--- config.mk ---
export PLATFORM = sky130hd
export DESIGN_NAME = crc16_frame_encoder_core
export DESIGN_NICKNAME = d
export VERILOG_FILES = /design/src/design/crc16fe_pkg.sv /design/src/design/crc16fe_front.sv /design/src/design/crc16fe_cmdq.sv /design/src/design/crc16fe_back.sv /design/src/design/crc16_frame_encoder_core.sv
export VERILOG_INCLUDE_DIRS = /design/src /design/src/design
export SDC_FILE = /design/constraint.sdc
export NUM_CORES = 1
export LEC_CHECK = 0
export BUFFER_PORTS_ARGS = -buffer_cell sky130_fd_sc_hd__buf_2
export CORE_MARGIN = 3
export CORE_UTILIZATION = 65
export CTS_CLUSTER_SIZE = 28
export DETAILED_ROUTE_END_ITERATION = 7
export PLACE_DENSITY = 0.9
export SYNTH_ARGS = -nofsm -noshare
export SYNTH_HDL_FRONTEND = slang
export SYNTH_HIERARCHICAL = 1
export SYNTH_SLANG_ARGS = --single-unit
--- constraint.sdc ---
create_clock -name clk -period 7.3 [get_ports clk]
set_input_delay 0.73 -clock clk [delete_from_list [all_inputs] [get_ports clk]]
set_output_delay 0.73 -clock clk [all_outputs]
set_load 0.01 [all_outputs]
--- src/design/crc16_frame_encoder_core_assert.svh ---
// ----------------------------------------------------------------------------
// crc16_frame_encoder_core assertion macros
// Concurrent assertion wrappers used by the frame encoder modules. They expand
// to nothing when SYNTHESIS is defined.
// ----------------------------------------------------------------------------
`ifndef CRC16_FRAME_ENCODER_CORE_ASSERT_SVH
`define CRC16_FRAME_ENCODER_CORE_ASSERT_SVH

`ifndef SYNTHESIS

// Checked on every rising clk edge outside reset.
`define C16FE_ASSERT(name, prop, msg) \
	name: assert property (@(posedge clk) disable iff (!arst_n) prop) else $error(msg);

// Checked on every rising clk edge, reset included.
`define C16FE_ASSERT_ALWAYS(name, prop, msg) \
	name: assert property (@(posedge clk) prop) else $error(msg);

`else

`define C16FE_ASSERT(name, prop, msg)
`define C16FE_ASSERT_ALWAYS(name, prop, msg)

`endif

`endif

--- src/design/crc16fe_pkg.sv ---
// ----------------------------------------------------------------------------
// crc16fe_pkg
// Shared types, constants and the byte-wise CRC-16/MODBUS update function.
// ----------------------------------------------------------------------------
`default_nettype none

package crc16fe_pkg;

	localparam int LEN_W           = 6;
	localparam int STEP_W          = 3;
	localparam int MAX_PAYLOAD_DEF = 57;
	localparam int CMDQ_DEPTH_DEF  = 4;

	localparam logic [7:0]  SYNC_A   = 8'hAA;
	localparam logic [7:0]  SYNC_B   = 8'h55;
	localparam logic [15:0] CRC_INIT = 16'hFFFF;
	localparam logic [15:0] CRC_POLY = 16'hA001;

	localparam logic REQ_HEADER  = 1'b0;
	localparam logic REQ_PAYLOAD = 1'b1;

	typedef struct packed {
		logic             req_type;
		logic [7:0]       frame_address;
		logic [7:0]       function_code;
		logic [LEN_W-1:0] payload_length;
		logic [7:0]       payload_byte;
	} in_item_t;

	typedef struct packed {
		logic [7:0] tx_byte;
		logic       run_end;
		logic       frame_end;
		logic       error;
	} out_item_t;

	typedef enum logic [1:0] {
		CMD_ERR = 2'd0,
		CMD_HDR = 2'd1,
		CMD_PAY = 2'd2
	} cmd_kind_t;

	// One classified item as handed from the front end to the sequencer.
	typedef struct packed {
		cmd_kind_t        kind;
		logic [7:0]       byte_a;    // address on a header, data on a payload
		logic [7:0]       byte_b;    // function code on a header
		logic [LEN_W-1:0] len;
		logic             crc_tail;  // this item closes the frame with the CRC
	} cmd_t;

	// Reflected CRC-16 update over one byte, least significant bit first.
	function automatic logic [15:0] crc_update(input logic [15:0] crc, input logic [7:0] b);
		logic [15:0] c;
		c = crc ^ {8'h00, b};
		for (int k = 0; k < 8; k++) begin
			if (c[0]) begin
				c = (c >> 1) ^ CRC_POLY;
			end else begin
				c = c >> 1;
			end
		end
		return c;
	endfunction

endpackage

`default_nettype wire

--- src/design/crc16fe_front.sv ---
// ----------------------------------------------------------------------------
// crc16fe_front
// Accepts input beats, tracks the open frame and turns each beat into one
// sequencer command.
// ----------------------------------------------------------------------------
`default_nettype none

`include "crc16_frame_encoder_core_assert.svh"

module crc16fe_front
	import crc16fe_pkg::*;
#(
	parameter int MAX_PAYLOAD = MAX_PAYLOAD_DEF
) (
	input  wire logic     clk,
	input  wire logic     arst_n,
	input  wire logic     push,
	input  wire in_item_t item,
	input  wire logic     full,
	output logic          cmd_push,
	output cmd_t          cmd
);

	logic             in_frame_q;
	logic [LEN_W-1:0] left_q;
	logic             accept;
	logic             too_long;

	assign accept   = push && !full;
	assign cmd_push = accept;
	assign too_long = item.payload_length > LEN_W'(MAX_PAYLOAD);

	always_comb begin
		cmd          = '0;
		cmd.kind     = CMD_ERR;
		if (item.req_type == REQ_HEADER) begin
			if (!too_long) begin
				cmd.kind     = CMD_HDR;
				cmd.byte_a   = item.frame_address;
				cmd.byte_b   = item.function_code;
				cmd.len      = item.payload_length;
				cmd.crc_tail = item.payload_length == '0;
			end
		end else if (in_frame_q) begin
			cmd.kind     = CMD_PAY;
			cmd.byte_a   = item.payload_byte;
			cmd.crc_tail = left_q == LEN_W'(1);
		end
	end

	always_ff @(posedge clk or negedge arst_n) begin
		if (!arst_n) begin
			in_frame_q <= 1'b0;
			left_q     <= '0;
		end else if (accept) begin
			case (cmd.kind)
				CMD_HDR: begin
					in_frame_q <= item.payload_length != '0;
					left_q     <= item.payload_length;
				end
				CMD_PAY: begin
					in_frame_q <= left_q != LEN_W'(1);
					left_q     <= left_q - LEN_W'(1);
				end
				default: begin
				end
			endcase
		end
	end

	`C16FE_ASSERT(a_frame_count, in_frame_q == (left_q != '0), "frame flag and byte count disagree")

endmodule

`default_nettype wire

--- src/design/crc16fe_cmdq.sv ---
// ----------------------------------------------------------------------------
// crc16fe_cmdq
// Small command queue between the front end and the byte sequencer.
// ----------------------------------------------------------------------------
`default_nettype none

`include "crc16_frame_encoder_core_assert.svh"

module crc16fe_cmdq
	import crc16fe_pkg::*;
#(
	parameter int DEPTH = CMDQ_DEPTH_DEF
) (
	input  wire logic clk,
	input  wire logic arst_n,
	input  wire logic wr,
	input  wire cmd_t wr_data,
	output logic      full,
	input  wire logic rd,
	output cmd_t      rd_data,
	output logic      empty
);

	localparam int PTR_W = (DEPTH > 1) ? $clog2(DEPTH) : 1;
	localparam int CNT_W = $clog2(DEPTH + 1);

	cmd_t             slot_q [DEPTH];
	logic [PTR_W-1:0] wr_ptr_q;
	logic [PTR_W-1:0] rd_ptr_q;
	logic [CNT_W-1:0] cnt_q;
	logic             do_wr;
	logic             do_rd;

	assign full    = cnt_q == CNT_W'(DEPTH);
	assign empty   = cnt_q == '0;
	assign do_wr   = wr && !full;
	assign do_rd   = rd && !empty;
	assign rd_data = slot_q[rd_ptr_q];

	always_ff @(posedge clk) begin
		if (do_wr) begin
			slot_q[wr_ptr_q] <= wr_data;
		end
	end

	always_ff @(posedge clk or negedge arst_n) begin
		if (!arst_n) begin
			wr_ptr_q <= '0;
			rd_ptr_q <= '0;
			cnt_q    <= '0;
		end else begin
			if (do_wr) begin
				wr_ptr_q <= (wr_ptr_q == PTR_W'(DEPTH - 1)) ? '0 : wr_ptr_q + PTR_W'(1);
			end
			if (do_rd) begin
				rd_ptr_q <= (rd_ptr_q == PTR_W'(DEPTH - 1)) ? '0 : rd_ptr_q + PTR_W'(1);
			end
			if (do_wr && !do_rd) begin
				cnt_q <= cnt_q + CNT_W'(1);
			end else if (do_rd && !do_wr) begin
				cnt_q <= cnt_q - CNT_W'(1);
			end
		end
	end

	`C16FE_ASSERT_ALWAYS(a_cnt_bound, cnt_q <= CNT_W'(DEPTH), "queue count above depth")

endmodule

`default_nettype wire

--- src/design/crc16fe_back.sv ---
// ----------------------------------------------------------------------------
// crc16fe_back
// Byte sequencer: expands each command into output bytes, one per cycle while
// unstalled, keeps the running CRC and holds the result in an output register.
// ----------------------------------------------------------------------------
`default_nettype none

`include "crc16_frame_encoder_core_assert.svh"

module crc16fe_back
	import crc16fe_pkg::*;
(
	input  wire logic clk,
	input  wire logic arst_n,
	input  wire cmd_t q_data,
	input  wire logic q_empty,
	output logic      q_pop,
	output out_item_t result,
	output logic      empty,
	input  wire logic pop
);

	// Header byte positions.
	localparam logic [STEP_W-1:0] HDR_SYNC_A = 3'd0;
	localparam logic [STEP_W-1:0] HDR_SYNC_B = 3'd1;
	localparam logic [STEP_W-1:0] HDR_ADDR   = 3'd2;
	localparam logic [STEP_W-1:0] HDR_FUNC   = 3'd3;
	localparam logic [STEP_W-1:0] HDR_LEN    = 3'd4;
	localparam logic [STEP_W-1:0] HDR_CRC_LO = 3'd5;
	localparam logic [STEP_W-1:0] HDR_CRC_HI = 3'd6;
	// Payload byte positions.
	localparam logic [STEP_W-1:0] PAY_DATA   = 3'd0;
	localparam logic [STEP_W-1:0] PAY_CRC_LO = 3'd1;
	localparam logic [STEP_W-1:0] PAY_CRC_HI = 3'd2;

	cmd_t              cur_q;
	logic              cur_valid_q;
	logic [STEP_W-1:0] step_q;
	logic [15:0]       crc_q;
	out_item_t         out_q;
	logic              out_valid_q;

	out_item_t         nxt;
	logic              fold;
	logic              last;
	logic              advance;
	logic              load;
	logic [15:0]       crc_base;

	assign advance = cur_valid_q && (!out_valid_q || pop);
	assign load    = !cur_valid_q || (advance && last);
	assign q_pop   = load && !q_empty;
	assign result  = out_q;
	assign empty   = !out_valid_q;

	always_comb begin
		nxt  = '0;
		fold = 1'b0;
		last = 1'b0;
		case (cur_q.kind)
			CMD_HDR: begin
				case (step_q)
					HDR_SYNC_A: begin
						nxt.tx_byte = SYNC_A;
						fold        = 1'b1;
					end
					HDR_SYNC_B: begin
						nxt.tx_byte = SYNC_B;
						fold        = 1'b1;
					end
					HDR_ADDR: begin
						nxt.tx_byte = cur_q.byte_a;
						fold        = 1'b1;
					end
					HDR_FUNC: begin
						nxt.tx_byte = cur_q.byte_b;
						fold        = 1'b1;
					end
					HDR_LEN: begin
						nxt.tx_byte = {{(8 - LEN_W){1'b0}}, cur_q.len};
						nxt.run_end = !cur_q.crc_tail;
						fold        = 1'b1;
						last        = !cur_q.crc_tail;
					end
					HDR_CRC_LO: begin
						nxt.tx_byte = crc_q[7:0];
					end
					HDR_CRC_HI: begin
						nxt.tx_byte   = crc_q[15:8];
						nxt.run_end   = 1'b1;
						nxt.frame_end = 1'b1;
						last          = 1'b1;
					end
					default: begin
						last = 1'b1;
					end
				endcase
			end
			CMD_PAY: begin
				case (step_q)
					PAY_DATA: begin
						nxt.tx_byte = cur_q.byte_a;
						nxt.run_end = !cur_q.crc_tail;
						fold        = 1'b1;
						last        = !cur_q.crc_tail;
					end
					PAY_CRC_LO: begin
						nxt.tx_byte = crc_q[7:0];
					end
					PAY_CRC_HI: begin
						nxt.tx_byte   = crc_q[15:8];
						nxt.run_end   = 1'b1;
						nxt.frame_end = 1'b1;
						last          = 1'b1;
					end
					default: begin
						last = 1'b1;
					end
				endcase
			end
			CMD_ERR: begin
				nxt.run_end = 1'b1;
				nxt.error   = 1'b1;
				last        = 1'b1;
			end
			default: begin
				nxt.run_end = 1'b1;
				nxt.error   = 1'b1;
				last        = 1'b1;
			end
		endcase
	end

	// A header restarts the checksum from the initial value.
	assign crc_base = (cur_q.kind == CMD_HDR && step_q == HDR_SYNC_A) ? CRC_INIT : crc_q;

	always_ff @(posedge clk) begin
		if (load) begin
			cur_q <= q_data;
		end
		if (advance) begin
			out_q <= nxt;
		end
	end

	always_ff @(posedge clk or negedge arst_n) begin
		if (!arst_n) begin
			cur_valid_q <= 1'b0;
			step_q      <= '0;
			crc_q       <= CRC_INIT;
			out_valid_q <= 1'b0;
		end else begin
			if (load) begin
				cur_valid_q <= !q_empty;
				step_q      <= '0;
			end else if (advance) begin
				step_q <= step_q + STEP_W'(1);
			end
			if (advance && fold) begin
				crc_q <= crc_update(crc_base, nxt.tx_byte);
			end else if (advance && nxt.frame_end) begin
				crc_q <= CRC_INIT;
			end
			if (advance) begin
				out_valid_q <= 1'b1;
			end else if (pop) begin
				out_valid_q <= 1'b0;
			end
		end
	end

	`C16FE_ASSERT(a_fend_run, out_valid_q && out_q.frame_end |-> out_q.run_end, "frame end without run end")
	`C16FE_ASSERT(a_err_clean, out_valid_q && out_q.error |-> out_q.tx_byte == 8'h00 && !out_q.frame_end, "error beat carries data")
	`C16FE_ASSERT(a_crc_rearm, advance && nxt.frame_end |=> crc_q == CRC_INIT, "checksum not reset after frame")

endmodule

`default_nettype wire

--- src/design/crc16_frame_encoder_core.sv ---
// ----------------------------------------------------------------------------
// crc16_frame_encoder_core
// Frame encoder: sync bytes, header, payload and CRC-16/MODBUS trailer as a
// stream of byte results.
// ----------------------------------------------------------------------------
//
//  Channel   Handshake              Beat type    Contents
//  -------   ---------------------  -----------  ---------------------------------
//  input     push / full            in_item_t    header or payload byte request
//  output    empty / pop            out_item_t   frame byte, run/frame end, error
//
// The sequencer sends one output beat per cycle while the output is not stalled;
// a header gives five beats (seven when a zero length adds the CRC), a payload
// byte one beat (three when it is the last one) and a rejected item one beat.
// An input beat is taken in the cycle it arrives while the command queue has room;
// the queue depth sets how far the input can run ahead of the byte sequencer.
// The asynchronous reset clears all control state and sets the CRC to all ones;
// there is no clearing pass.
// A stalled output holds its beat and the sequencer waits; the input keeps
// filling the queue until it is full.
//
`default_nettype none

module crc16_frame_encoder_core
	import crc16fe_pkg::*;
#(
	parameter int MAX_PAYLOAD = MAX_PAYLOAD_DEF,  // longest legal payload, 1 to 63
	parameter int CMDQ_DEPTH  = CMDQ_DEPTH_DEF    // command queue entries, at least 2
) (
	input  wire logic     clk,
	input  wire logic     arst_n,
	input  wire logic     push,
	output logic          full,
	input  wire in_item_t item,
	output logic          empty,
	input  wire logic     pop,
	output out_item_t     result
);

	// Front end to queue.
	logic cmd_push;
	cmd_t cmd;

	// Queue to sequencer.
	cmd_t q_data;
	logic q_empty;
	logic q_pop;

	// The front end classifies each beat and keeps the frame bookkeeping, so it
	// knows at acceptance time whether a payload byte closes the frame.
	crc16fe_front #(
		.MAX_PAYLOAD(MAX_PAYLOAD)
	) u_front (
		.clk     (clk),
		.arst_n  (arst_n),
		.push    (push),
		.item    (item),
		.full    (full),
		.cmd_push(cmd_push),
		.cmd     (cmd)
	);

	// Full of the queue is the full seen by the producer.
	crc16fe_cmdq #(
		.DEPTH(CMDQ_DEPTH)
	) u_cmdq (
		.clk    (clk),
		.arst_n (arst_n),
		.wr     (cmd_push),
		.wr_data(cmd),
		.full   (full),
		.rd     (q_pop),
		.rd_data(q_data),
		.empty  (q_empty)
	);

	// The sequencer owns the running CRC, since it sees bytes in frame order.
	crc16fe_back u_back (
		.clk    (clk),
		.arst_n (arst_n),
		.q_data (q_data),
		.q_empty(q_empty),
		.q_pop  (q_pop),
		.result (result),
		.empty  (empty),
		.pop    (pop)
	);

endmodule

`default_nettype wire

==> impl_results.md, run 1 <==
* Status: finished, final reports clean
* Met2 routed wirelength at 8620 microns
* Path type of the worst setup path: flop to flop
* Last weighted congestion value of the routability-driven placer at 0.916
* Number of hold violations in the final report at 0
* Share of the synthesized area in the top cell type at 0.519
* Arrival time worst endpoint at 4.37 ns
* MaxCap Viol Count at 0
* Setup repair after global routing missed its margin: no
* First-pass iteration count of the detailed router at 5
* Leading area contributor after synthesis: sky130_fd_sc_hd__edfxtp_1
* Syn Std Cell Area at 7860 sq um
* Leakage power at 3.21 nW
* TritonCTS clock tree: yes
* Maximum clock frequency at 249 MHz
* CTS Hold Bufs at 0
* Clock buffer count from CTS at 17
* Post-CTS clock slew at the launch and capture registers of the worst setup and hold paths at 0.07 ns
* Predominant post-synthesis flop cell: sky130_fd_sc_hd__edfxtp_1
* Nature of the critical path startpoint: flop
* Total length of routed wires at 16900 microns
* Net count reported at finish at 638
* Maximum VDD drop at 295 uV
* Avg Inst Size Synth at 14.6 sq um
* Latest clock arrival within the worst-skew pair at 0.42 ns
* Maximum buffer depth of the clock tree at 2
* Met3 WL at 1220 microns
* Fraction of layout instances using a drive strength above 1 at 0.245
* Number of post-CTS setup repair buffers at 0
* Final clock period utilization by the worst path at 0.550
* Number of buffer and inverter stages on the critical path at 1
* Worst hold slack at 0.395 ns
* Number of warning messages in the yosys log at 6
* Final Critical Period at 4.01 ns
* ANT nets after route at 0
* Worst-path maximum fanout at 26
* Number of fill cells in the layout at 680
* Cell Rows at 39
* Number of antenna violations at the first check in global routing at 0
* Routed wire length per instance at 22.9 microns
* Count of pins over their slew limit at 0
* Overflow after GRT at 0
* Die Outline Area at 13500 sq um
* Initial DRC count at 467
* Count of inserted antenna diode cells at 0
* Number of library cell types mapped by synthesis at 69
* Standard cell core area at 11600 sq um
* Count of instances resized after the clock tree is built at 0
* Type of the tightest min-delay check: input port to asynchronous set/reset pin
* Library cell contributing the largest single delay on the critical path: sky130_fd_sc_hd__ha_1
* Number of global-route vias before repair at 4722
* Initial cell density of the core at 0.677
* Kind of cell with the highest combined delay on the critical path: simple AND/OR/NAND/NOR gates
* Worst rel slew slack at 0.201
* Synth-to-layout area growth at 10.7%
* Post-Syn Instances at 539
* Library cell appearing most often on the critical path: sky130_fd_sc_hd__a21oi_1
* Number of H-tree levels at 4
* Number of synthesized flops with an enable pin at 136
* Routed via count at 4770
* Sink Count at 171
* Highest routing layer actually used: met4
* Global router's overall resource usage at 0.276
* Cells taking the most area after synthesis: sky130_fd_sc_hd__edfxtp_1, sky130_fd_sc_hd__mux4_2, sky130_fd_sc_hd__dfrtp_1
* Ordered list of cells on the worst path: inv_1 -> ha_1 -> nor3_2 -> or2_1 -> a21oi_1 -> a2111oi_0 -> nor4bb_1 -> xnor3_2 -> xnor3_1 -> a21oi_1
* Most frequently used cell type in the post-synthesis netlist: sky130_fd_sc_hd__edfxtp_1
* #FFs+latches synth at 171
* Setup_tns at 0 ns
* DRT met1 WL at 6590 microns
* Pwr/cell area at 503 nW/um^2
* Actual slew at the worst max-slew pin at 1.20 ns
* X dimension of the die at 116 microns
* Wire length of the first global-routing pass at 26800 microns
* Final setup vio count at 0
* Worst-case clock skew at 0.0113 ns
* Required time of the worst setup path at 7.65 ns
* Portion of the post-synthesis area used by sequential elements at 0.633
* Maximum number of pins on one net before global-route repair at 36
* Stage delay of the slowest cell on the critical path at 0.82 ns
* Fraction of registers with async set/reset at 0.205
* Number of primary I/O pins at 48
* Net count after synthesis at 591
* Top post-synthesis cells by count: sky130_fd_sc_hd__edfxtp_1, sky130_fd_sc_hd__nor2_1, sky130_fd_sc_hd__a21oi_1, sky130_fd_sc_hd__nand2_1, sky130_fd_sc_hd__mux4_2
* Number of vias per cell at 6.45
* DRC viols at 0
* Quantity of I/O buffers inserted on ports at 47
* Endpoint class of the critical path: flop
* Reg2Reg Setup Slack at 3.29 ns
* Library cell used as clock root buffer: sky130_fd_sc_hd__clkbuf_16
* HPWL reported at the end of detailed placement at 10900 microns
* Height of the chip at 116 microns
==> worst paths after layout <==
kind | startpoint | end | cells past startpoint
max | u_back/step_q[1] | u_back/crc_q[0] | 10
min | arst_n | u_front/left_q[5] | 1
max reg2reg | u_back/step_q[1] | u_back/crc_q[0] | 10
min reg2reg | u_back/crc_q[11] | u_back/crc_q[11] | 2
max in group asynchronous | arst_n | u_cmdq/cnt_q[0] | 1
min in group clk | u_back/crc_q[11] | u_back/crc_q[11] | 2
==> cell type report <==
cell class	count	area [sq um]	area share
clock buffer	18	429	0.0493
clock inverter	12	115	0.0132
inverter	17	63.8	0.00733
multi-input combinational	323	2640	0.303
sequential	171	4980	0.572
tap	143	179	0.0206
timing repair buffer	56	303	0.0348
==> cell families after synthesis <==
| group | count (synthesis) | share of synthesized area |
|---|---|---|
| AOI/OAI and AO/OA | 116 | 0.106 |
| and+or+nand+nor | 133 | 0.0842 |
| buffers and inverters | 45 | 0.0317 |
| DFF | 171 | 0.633 |
| muxes | 29 | 0.0783 |
| xor gates and xnor gates | 28 | 0.0384 |
| adders and majority gates | 17 | 0.0280 |
==> placed cells by master (no fill, tap or decap), types with 5 or more instances in the layout <==
cell and n:
sky130_fd_sc_hd__nor3_1 5, sky130_fd_sc_hd__xnor2_1 18, sky130_fd_sc_hd__mux4_2 25, sky130_fd_sc_hd__nand2_1 28, sky130_fd_sc_hd__a22oi_1 13, sky130_fd_sc_hd__dfstp_2 16
sky130_fd_sc_hd__xor2_1 6, sky130_fd_sc_hd__buf_4 9, sky130_fd_sc_hd__ha_1 16, sky130_fd_sc_hd__and2_1 19, sky130_fd_sc_hd__inv_1 16, sky130_fd_sc_hd__nor2_1 49
sky130_fd_sc_hd__buf_2 47, sky130_fd_sc_hd__nand2b_1 6, sky130_fd_sc_hd__clkbuf_16 17, sky130_fd_sc_hd__dfrtp_1 19, sky130_fd_sc_hd__o22a_1 5, sky130_fd_sc_hd__a21oi_1 31
sky130_fd_sc_hd__a22o_1 12, sky130_fd_sc_hd__edfxtp_1 136, sky130_fd_sc_hd__o21ai_0 18
==> routing by layer <==
layer / vias up / GRT usage
li1: 2138 / -
met1: 2363 / 0.354
met2: 232 / 0.454
met3: 37 / 0.0689
met4: 0 / 0.114
met5: - / 0
==> registers in the layout (all words and copies together), names as in the netlist <==
register and count:
u_cmdq/slot_q 100, u_back/cur_q 25, u_back/crc_q 16, u_back/result 11, u_front/left_q 6, u_back/step_q 3, u_cmdq/cnt_q 3, u_cmdq/rd_ptr_q 2
u_cmdq/wr_ptr_q 2, u_back/cur_valid_q 1, u_back/out_valid_q 1, u_front/in_frame_q 1
==> power by group <==
part	switching, mW	leakage (nW)	internal, mW
logic	0.946	1.28	0.869
clock network	0.366	0.266	0.469
registers	0.237	1.67	1.49
==> through the flow <==
step           setup WS (ns)  instances  cell area [sq um]  utilization  power, mW
2_1_floorplan           4.20        539               7860            -       3.10
3_3_place_gp            3.50        710               8160        0.703       3.45
3_5_place_dp            3.36        710               8160        0.703       3.53
4_1_cts                 3.34        740               8700        0.750       4.40
5_1_grt                 3.11        740               8700        0.750       4.63
6_report                3.29        740               8700        0.750       4.38
No activity file was read; power rests on OpenSTA's default activity.
==> run 2, diff against run 1 <==
--- a/config.mk
+++ b/config.mk
@@ -6,12 +6,13 @@
 export SDC_FILE = /design/constraint.sdc
 export NUM_CORES = 1
 export LEC_CHECK = 0
+export ABC_AREA = 1
 export BUFFER_PORTS_ARGS = -buffer_cell sky130_fd_sc_hd__buf_2
 export CORE_MARGIN = 3
-export CORE_UTILIZATION = 65
+export CORE_UTILIZATION = 55
 export CTS_CLUSTER_SIZE = 28
 export DETAILED_ROUTE_END_ITERATION = 7
-export PLACE_DENSITY = 0.9
+export PLACE_DENSITY = 0.82
 export SYNTH_ARGS = -nofsm -noshare
 export SYNTH_HDL_FRONTEND = slang
 export SYNTH_HIERARCHICAL = 1
==> constraint.sdc (replaced) <==
create_clock -name clk -period 3.64 [get_ports clk]
set_input_delay 0.364 -clock clk [delete_from_list [all_inputs] [get_ports clk]]
set_output_delay 0.364 -clock clk [all_outputs]
set_load 0.01 [all_outputs]
==> impl_results.md, run 2 <==
* Status: finished, final reports clean
* Net count after synthesis at 953 (+61%)
* Setup repair after global routing missed its margin: no
* Wire length of the first global-routing pass at 28900 microns (+7.8%)
* Pwr/cell area at 946 nW/um^2 (+88%)
* Type of the tightest min-delay check: input port to asynchronous set/reset pin
* Number of hold violations in the final report at 0 (unchanged)
* Net count reported at finish at 1001 (+57%)
* Proportion of power drawn by the clock network at 0.194 (+0.003)
* Maximum VDD drop at 542 uV (+83%)
* Proportion of total power due to net switching at 0.429 (+0.0758)
* Maximum buffer depth of the clock tree at 2 (unchanged)
* Latest clock arrival within the worst-skew pair at 0.44 ns (+0.02 ns)
* Number of synthesized flops with an enable pin at 136 (unchanged)
* Highest-count cells in the layout ignoring fill and taps: sky130_fd_sc_hd__nand2_1, sky130_fd_sc_hd__inv_1, sky130_fd_sc_hd__edfxtp_1, sky130_fd_sc_hd__nand3_1, sky130_fd_sc_hd__o211ai_1
* Actual slew at the worst max-slew pin at 0.824 ns (-0.374 ns)
* Count of pins over their slew limit at 0 (unchanged)
* Fraction of layout instances using a drive strength above 1 at 0.160 (-0.0845)
* Worst hold slack at 0.0326 ns (-0.362 ns)
* Top post-synthesis cells by count: sky130_fd_sc_hd__nand2_1, sky130_fd_sc_hd__inv_1, sky130_fd_sc_hd__edfxtp_1, sky130_fd_sc_hd__nand3_1, sky130_fd_sc_hd__o211ai_1
* #FFs+latches synth at 171 (unchanged)
* Standard cell core area at 14900 sq um (+28%)
* First-pass iteration count of the detailed router at 6 (+1)
* Nature of the critical path startpoint: flop
* Die Outline Area at 17000 sq um (+27%)
* Global router's overall resource usage at 0.218 (-0.0573)
* Post-layout utilization of the core at 0.638 (-0.111)
* Number of fill cells in the layout at 1139 (+68%)
* Instance area at placement at 8900 sq um (+9.1%)
* Final setup vio count at 0 (unchanged)
* Syn Std Cell Area at 8530 sq um (+8.5%)
* X dimension of the die at 131 microns (+13%)
* Final cell count without fillers at 1146 (+55%)
* Post-CTS clock slew at the launch and capture registers of the worst setup and hold paths at 0.07 ns (about the same)
* Final clock period utilization by the worst path at 0.897 (+0.347)
* Worst rel slew slack at 0.451 (+0.249)
* Share of the synthesized area in the top cell type at 0.479 (-0.0409)
* Path type of the worst setup path: flop to flop
* Number of global-route vias before repair at 5931 (+26%)
* Number of vias per cell at 5.40 (-16%)
* ANT nets after route at 0 (unchanged)
* Overall power at 8.98 mW (+100%)
* Worst Slack Setup Final at 0.376 ns (-2.91 ns)
* Most frequently used cell type in the post-synthesis netlist: sky130_fd_sc_hd__nand2_1
* Synth-to-layout area growth at 11.2%
* Post-Syn Instances at 901 (+67%)
* Fraction of registers with async set/reset at 0.205 (unchanged)
* Final instance area at 9490 sq um (+9.0%)
* Last weighted congestion value of the routability-driven placer at 0.954 (+4.1%)
* Clock buffer count from CTS at 17 (unchanged)
* Part of the total power dissipated in combinational logic at 0.435 (+0.021)
* Endpoint class of the critical path: flop
* Count of inserted antenna diode cells at 0 (unchanged)
* Routed via count at 6191 (+30%)
* Required time of the worst setup path at 4.00 ns (-3.65 ns)
* Cells on worst reg2reg path at 23 (+13)
* Worst-case clock skew at 0.0215 ns (+0.0102 ns)
* Leading area contributor after synthesis: sky130_fd_sc_hd__edfxtp_1
* Sequential cell fraction of total power at 0.371 (-0.024)
* Total length of routed wires at 17600 microns (+3.9%)
* MaxCap Viol Count at 0 (unchanged)
* Quantity of I/O buffers inserted on ports at 47 (unchanged)
* Overflow after GRT at 0 (unchanged)
* Number of H-tree levels at 4 (unchanged)
* P_sw at 3.85 mW (+150%)
* Count of instances resized after the clock tree is built at 0 (unchanged)
* HPWL reported at the end of detailed placement at 11900 microns (+9.3%)
* Avg Inst Size Synth at 9.47 sq um (-35%)
* Arrival time worst endpoint at 3.62 ns (-0.75 ns)
* Routed wire length per instance at 15.3 microns (-33%)
* Sink Count at 171 (unchanged)
* Initial DRC count at 606 (+30%)
* Leading cell type in the layout, fill and taps excluded: sky130_fd_sc_hd__nand2_1
* Number of primary I/O pins at 48 (unchanged)
* Largest register by flop count: u_cmdq/slot_q
* Number of library cell types mapped by synthesis at 38 (-45%)
* Maximum number of pins on one net before global-route repair at 104 (+190%)
* Library cell used as clock root buffer: sky130_fd_sc_hd__clkbuf_16
* Cells taking the most area after synthesis: sky130_fd_sc_hd__edfxtp_1, sky130_fd_sc_hd__nand2_1, sky130_fd_sc_hd__inv_1
* Number of flip-flops under the largest register name at 100 (unchanged)
* Worst slack, placed at 0.518 ns (-2.84 ns)
* Number of post-CTS setup repair buffers at 0 (unchanged)
* Setup_tns at 0 ns (unchanged)
* Predominant post-synthesis flop cell: sky130_fd_sc_hd__edfxtp_1
* DRC viols at 0 (unchanged)
* Portion of the post-synthesis area used by sequential elements at 0.584 (-0.0499)
* Final Critical Period at 3.26 ns (-0.751 ns)
* Cell Rows at 44 (+13%)
* TritonCTS clock tree: yes
* Placed Instances at 1114 (+57%)
* Leakage power at 4.33 nW (+35%)
* Maximum clock frequency at 306 MHz (+23%)
* Number of warning messages in the yosys log at 6 (unchanged)
* Internal power at 5.12 mW (+81%)
* Number of antenna violations at the first check in global routing at 0 (unchanged)
* Height of the chip at 131 microns (+13%)
* Largest registers ranked by flip-flop count: u_cmdq/slot_q (100), u_back/cur_q (25), u_back/crc_q (16)
* CTS Hold Bufs at 0 (unchanged)
* Initial cell density of the core at 0.574 (-0.103)
* Worst-path maximum fanout at 14 (-46%)
run 2: cell count changes in the layout (fill, tap and decap cells not counted), sizes merged, moves of 7 or more:
cell    delta
nand2    +249
inv      +149
nand3     +54
o211ai    +53
mux4      -25
and2      -19
a21oi     -18
xnor2     -17
a22oi     -14
a22o      -12
o21ai     +12
nand2b     -7
run 2: kinds of logic (layout without fill, tap and decap cells):
logic type / after synthesis / in the layout / share of synthesized area
AND/OR/NAND/NOR: 401 / 401 / 0.201
AO/OA/AOI/OAI: 116 / 116 / 0.0900
XOR/XNOR: 4 / 4 / 0.00411
buffers and inverters: 192 / 253 / 0.0959
adder cells (fa/ha/maj): 17 / 17 / 0.0258
flip-flops: 171 / 171 / 0.584
run 2: metal layers:
metal / wire length, microns / vias up / GRT usage
met5: 0 / - / 0
met4: 351 / 0 / 0.0702
met3: 945 / 33 / 0.0463
met2: 8720 / 216 / 0.367
met1: 7570 / 2884 / 0.286
li1: - / 3058 / -
run 2: worst max-delay path, cell delays in order, from the launching register on:
cell and delay [ns]:
sky130_fd_sc_hd__dfrtp_1 0.43, sky130_fd_sc_hd__inv_1 0.13, sky130_fd_sc_hd__ha_1 0.28, sky130_fd_sc_hd__inv_2 0.05, sky130_fd_sc_hd__nor2_2 0.48, sky130_fd_sc_hd__nor2_4 0.10, sky130_fd_sc_hd__a21oi_4 0.24, sky130_fd_sc_hd__nand2_1 0.09
sky130_fd_sc_hd__nand2_1 0.12, sky130_fd_sc_hd__nand2_2 0.07, sky130_fd_sc_hd__nand2_1 0.09, sky130_fd_sc_hd__nand2_1 0.09, sky130_fd_sc_hd__nand2_1 0.08, sky130_fd_sc_hd__nand2_1 0.09, sky130_fd_sc_hd__nand2_2 0.09, sky130_fd_sc_hd__nand2_2 0.06
sky130_fd_sc_hd__nand2_2 0.07, sky130_fd_sc_hd__nand2_2 0.09, sky130_fd_sc_hd__nand2_2 0.09, sky130_fd_sc_hd__nand3_1 0.12, sky130_fd_sc_hd__nand3_1 0.13, sky130_fd_sc_hd__nand3_1 0.08, sky130_fd_sc_hd__nand2_1 0.06, sky130_fd_sc_hd__inv_1 0.04
run 2: final timing paths:
| kind | slack (ns) | startpoint | to |
|---|---|---|---|
| worst min register to register | 0.49 | u_back/cur_valid_q | u_back/out_valid_q |
| worst max-delay path | 0.38 | u_back/step_q[0] | u_back/crc_q[0] |
| worst min-delay path | 0.03 | arst_n | u_cmdq/cnt_q[0] |
| worst max register to register | 0.38 | u_back/step_q[0] | u_back/crc_q[0] |
| min in group clk | 0.23 | pop | u_back/out_valid_q |
| max in group asynchronous | 3.03 | arst_n | u_cmdq/rd_ptr_q[0] |
run 2: cell type report:
type | instances | area (sq um) | share of cell area
Multi-Input combinational cell | 538 | 2750 | 0.290
Tap cell | 184 | 230 | 0.0243
Sequential cell | 171 | 4980 | 0.525
Clock buffer | 17 | 425 | 0.0448
Inverter | 163 | 614 | 0.0648
Timing Repair Buffer | 58 | 330 | 0.0348
Clock inverter | 15 | 156 | 0.0165
run 2: power by group through the flow:
stage	Clock (mW)	Sequential, mW	Combinational [mW]
2_1_floorplan	0	3.28	3.02
3_5_place_dp	0	3.35	3.87
6_report	1.74	3.33	3.91
3_3_place_gp	0	3.34	3.73
5_1_grt	1.86	3.38	4.42
4_1_cts	1.77	3.32	3.89
==> run 3, diff against run 2 <==
--- a/config.mk
+++ b/config.mk
@@ -8,11 +8,14 @@
 export LEC_CHECK = 0
 export ABC_AREA = 1
 export BUFFER_PORTS_ARGS = -buffer_cell sky130_fd_sc_hd__buf_2
+export CORE_ASPECT_RATIO = 0.75
 export CORE_MARGIN = 3
 export CORE_UTILIZATION = 55
 export CTS_CLUSTER_SIZE = 28
 export DETAILED_ROUTE_END_ITERATION = 7
+export MAX_ROUTING_LAYER = met4
 export PLACE_DENSITY = 0.82
+export SKIP_LAST_GASP = 1
 export SYNTH_ARGS = -nofsm -noshare
 export SYNTH_HDL_FRONTEND = slang
 export SYNTH_HIERARCHICAL = 1
==> impl_results.md, run 3 (same netlist as run 2, synthesis figures left out) <==
* Status: finished, final reports clean
* Crit Reg-Reg Startpoint: u_back/step_q[2]
* Synth-to-layout area growth at 11.7%
* Instance area at placement at 8940 sq um (+0.39%)
* Endpoint class of the critical path: flop
* X dimension of the die at 150 microns (+15%)
* MaxCap Viol Count at 0 (unchanged)
* Post-CTS clock slew at the launch and capture registers of the worst setup and hold paths at 0.07 ns (about the same)
* Leading cell type in the layout, fill and taps excluded: sky130_fd_sc_hd__nand2_1
* Worst reg2reg endpoint: u_back/crc_q[0]
* Type of the tightest min-delay check: input port to asynchronous set/reset pin
* Post-layout utilization of the core at 0.642 (+0.00433)
* Worst rel slew slack at 0.340 (-0.111)
* Setup_tns at 0 ns (unchanged)
* Library cell used as clock root buffer: sky130_fd_sc_hd__clkbuf_16
* Number of post-CTS setup repair buffers at 0 (unchanged)
* Path type of the worst setup path: flop to flop
* Reg2Reg Setup Slack at 0.47 ns (+0.10 ns)
* Number of vias per cell at 5.41 (+0.20%)
* Cells on worst reg2reg path at 23 (unchanged)
* Die Outline Area at 17100 sq um (about the same)
* HPWL reported at the end of detailed placement at 12400 microns (+4.9%)
* Wire length of the first global-routing pass at 30600 microns (+5.8%)
* Standard cell core area at 14800 sq um (-0.20%)
* CTS Hold Bufs at 0 (unchanged)
* Pwr/cell area at 959 nW/um^2 (+1.4%)
* ANT nets after route at 0 (unchanged)
* Fraction of layout instances using a drive strength above 1 at 0.160 (-0.000332)
* Total length of routed wires at 18600 microns (+5.5%)
* Required time of the worst setup path at 4.01 ns (about the same)
* Worst-path maximum fanout at 15 (+1)
* Final clock period utilization by the worst path at 0.870 (-0.0265)
* Maximum VDD drop at 469 uV (-13%)
* Largest register by flop count: u_cmdq/slot_q
* Number of hold violations in the final report at 0 (unchanged)
* Number of flip-flops under the largest register name at 100 (unchanged)
* Initial cell density of the core at 0.575 (+0.00116)
* Height of the chip at 114 microns (-13%)
* Met1 usage at 0.319 (+0.0333)
* Highest-count cells in the layout ignoring fill and taps: sky130_fd_sc_hd__nand2_1, sky130_fd_sc_hd__inv_1, sky130_fd_sc_hd__edfxtp_1, sky130_fd_sc_hd__nand3_1, sky130_fd_sc_hd__o211ai_1
* Number of antenna violations at the first check in global routing at 0 (unchanged)
* Final setup vio count at 0 (unchanged)
* Worst-case clock skew at 0.0103 ns (-0.0112 ns)
* Largest registers ranked by flip-flop count: u_cmdq/slot_q (100), u_back/cur_q (25), u_back/crc_q (16)
* TritonCTS clock tree: yes
* Cell Rows at 38 (-14%)
* Final cell count without fillers at 1164 (+1.6%)
* First-pass iteration count of the detailed router at 5 (-1)
* DRC viols at 0 (unchanged)
* Global router's overall resource usage at 0.238 (+0.0192)
* Initial DRC count at 643 (+6.1%)
* Routed wire length per instance at 15.9 microns (+3.9%)
* Count of pins over their slew limit at 0 (unchanged)
* Quantity of I/O buffers inserted on ports at 47 (unchanged)
* Placed Instances at 1132 (+1.6%)
* Grt peak-use layer: met2
* Latest clock arrival within the worst-skew pair at 0.43 ns (about the same)
* Leakage power at 4.34 nW (+0.18%)
* Sink Count at 171 (unchanged)
* Last weighted congestion value of the routability-driven placer at 0.925 (-3.0%)
* Setup repair after global routing missed its margin: no
* Actual slew at the worst max-slew pin at 0.987 ns (+0.163 ns)
* Arrival time worst endpoint at 3.54 ns (-0.08 ns)
* Fraction of met2 tracks used by global routing at 0.360 (-0.00693)
* Number of primary I/O pins at 48 (unchanged)
* Overflow after GRT at 0 (unchanged)
* Clock buffer count from CTS at 17 (unchanged)
* Global-route track usage on met3 at 0.0643 (+0.0180)
* Number of global-route vias before repair at 6217 (+4.8%)
* Final instance area at 9530 sq um (+0.47%)
* Maximum buffer depth of the clock tree at 2 (unchanged)
* Number of H-tree levels at 4 (unchanged)
* Final Critical Period at 3.17 ns (-0.0965 ns)
* Net count reported at finish at 1003 (+0.20%)
* Maximum number of pins on one net before global-route repair at 53 (-49%)
* Count of inserted antenna diode cells at 0 (unchanged)
* Nature of the critical path startpoint: flop
* Routed via count at 6301 (+1.8%)
* Count of instances resized after the clock tree is built at 0 (unchanged)
* Maximum clock frequency at 316 MHz (+3.0%)
[run 3: cell count changes in the layout (fill, tap and decap cells not counted), moves of 2 or more]
cell                        delta
sky130_fd_sc_hd__bufinv_16     +2
sky130_fd_sc_hd__clkinv_8      -2
sky130_fd_sc_hd__buf_4         +2
sky130_fd_sc_hd__inv_8         -4
[run 3: how the worst max path moves through the flow]
stage                           from                to  slack, ns  cells past startpoint
detailed placement  u_back/step_q[0]   u_back/crc_q[0]       0.59                     23
global route        u_back/step_q[1]  u_back/crc_q[13]       0.15                     22
CTS                 u_back/step_q[1]   u_back/crc_q[0]       0.58                     23
floorplan           u_back/step_q[0]   u_back/cur_q[0]       0.78                      9
global placement    u_back/step_q[2]  u_back/crc_q[13]       0.66                     23
finish              u_back/step_q[2]   u_back/crc_q[0]       0.47                     23
[run 3: report_power, final]
group          switching, mW  internal [mW]
combinational           2.70           1.22
clock                  0.779           1.02
sequential             0.415           3.01
total                   3.90           5.25
[run 3: through the flow]
step | total power [mW] | setup slack [ns] | hold WS [ns]
after floorplan | 6.30 | 0.782 | 0.0684
after global placement | 7.13 | 0.662 | 0.464
after detailed placement | 7.27 | 0.595 | 0.480
after CTS | 9.10 | 0.577 | 0.0772
after global routing | 9.83 | 0.152 | 0.124
final | 9.14 | 0.473 | 0.0594
[run 3: worst max-delay path: stages, from the launching register on]
cell,delay (ns)
sky130_fd_sc_hd__dfrtp_1,0.65
sky130_fd_sc_hd__inv_2,0.18
sky130_fd_sc_hd__ha_1,0.37
sky130_fd_sc_hd__nand2_1,0.15
sky130_fd_sc_hd__nand2_1,0.07
sky130_fd_sc_hd__nor2_1,0.15
sky130_fd_sc_hd__nand3_1,0.09
sky130_fd_sc_hd__nand2_1,0.08
sky130_fd_sc_hd__nand2_1,0.09
sky130_fd_sc_hd__nand2_1,0.13
sky130_fd_sc_hd__nand2_1,0.07
sky130_fd_sc_hd__nand2_1,0.13
sky130_fd_sc_hd__nand2_1,0.07
sky130_fd_sc_hd__nand2_1,0.12
sky130_fd_sc_hd__nand2_2,0.09
sky130_fd_sc_hd__nand2_2,0.06
sky130_fd_sc_hd__nand2_2,0.06
sky130_fd_sc_hd__nand2_2,0.10
sky130_fd_sc_hd__nand2_1,0.09
sky130_fd_sc_hd__nand3_1,0.12
sky130_fd_sc_hd__nand3_1,0.09
sky130_fd_sc_hd__nand3_1,0.07
sky130_fd_sc_hd__nand2_1,0.05
sky130_fd_sc_hd__inv_1,0.04
[run 3: metal layers]
| layer | share of wire | wire (microns) | up-vias |
|---|---|---|---|
| met4 | 0.015 | 271 | 0 |
| met5 | 0 | 0 | - |
| li1 | - | - | 3074 |
| met3 | 0.090 | 1670 | 30 |
| met2 | 0.45 | 8420 | 287 |
| met1 | 0.44 | 8190 | 2910 |
[run 3: area by class of cell]
| cell class | count | area (sq um) |
|---|---|---|
| clock buffers | 18 | 429 |
| clock inverters | 14 | 163 |
| fillers | 1175 | 5300 |
| inverters | 163 | 614 |
| multi-input cells | 538 | 2750 |
| flip-flops and latches | 171 | 4980 |
| well taps | 200 | 250 |
| repair buffers | 60 | 345 |
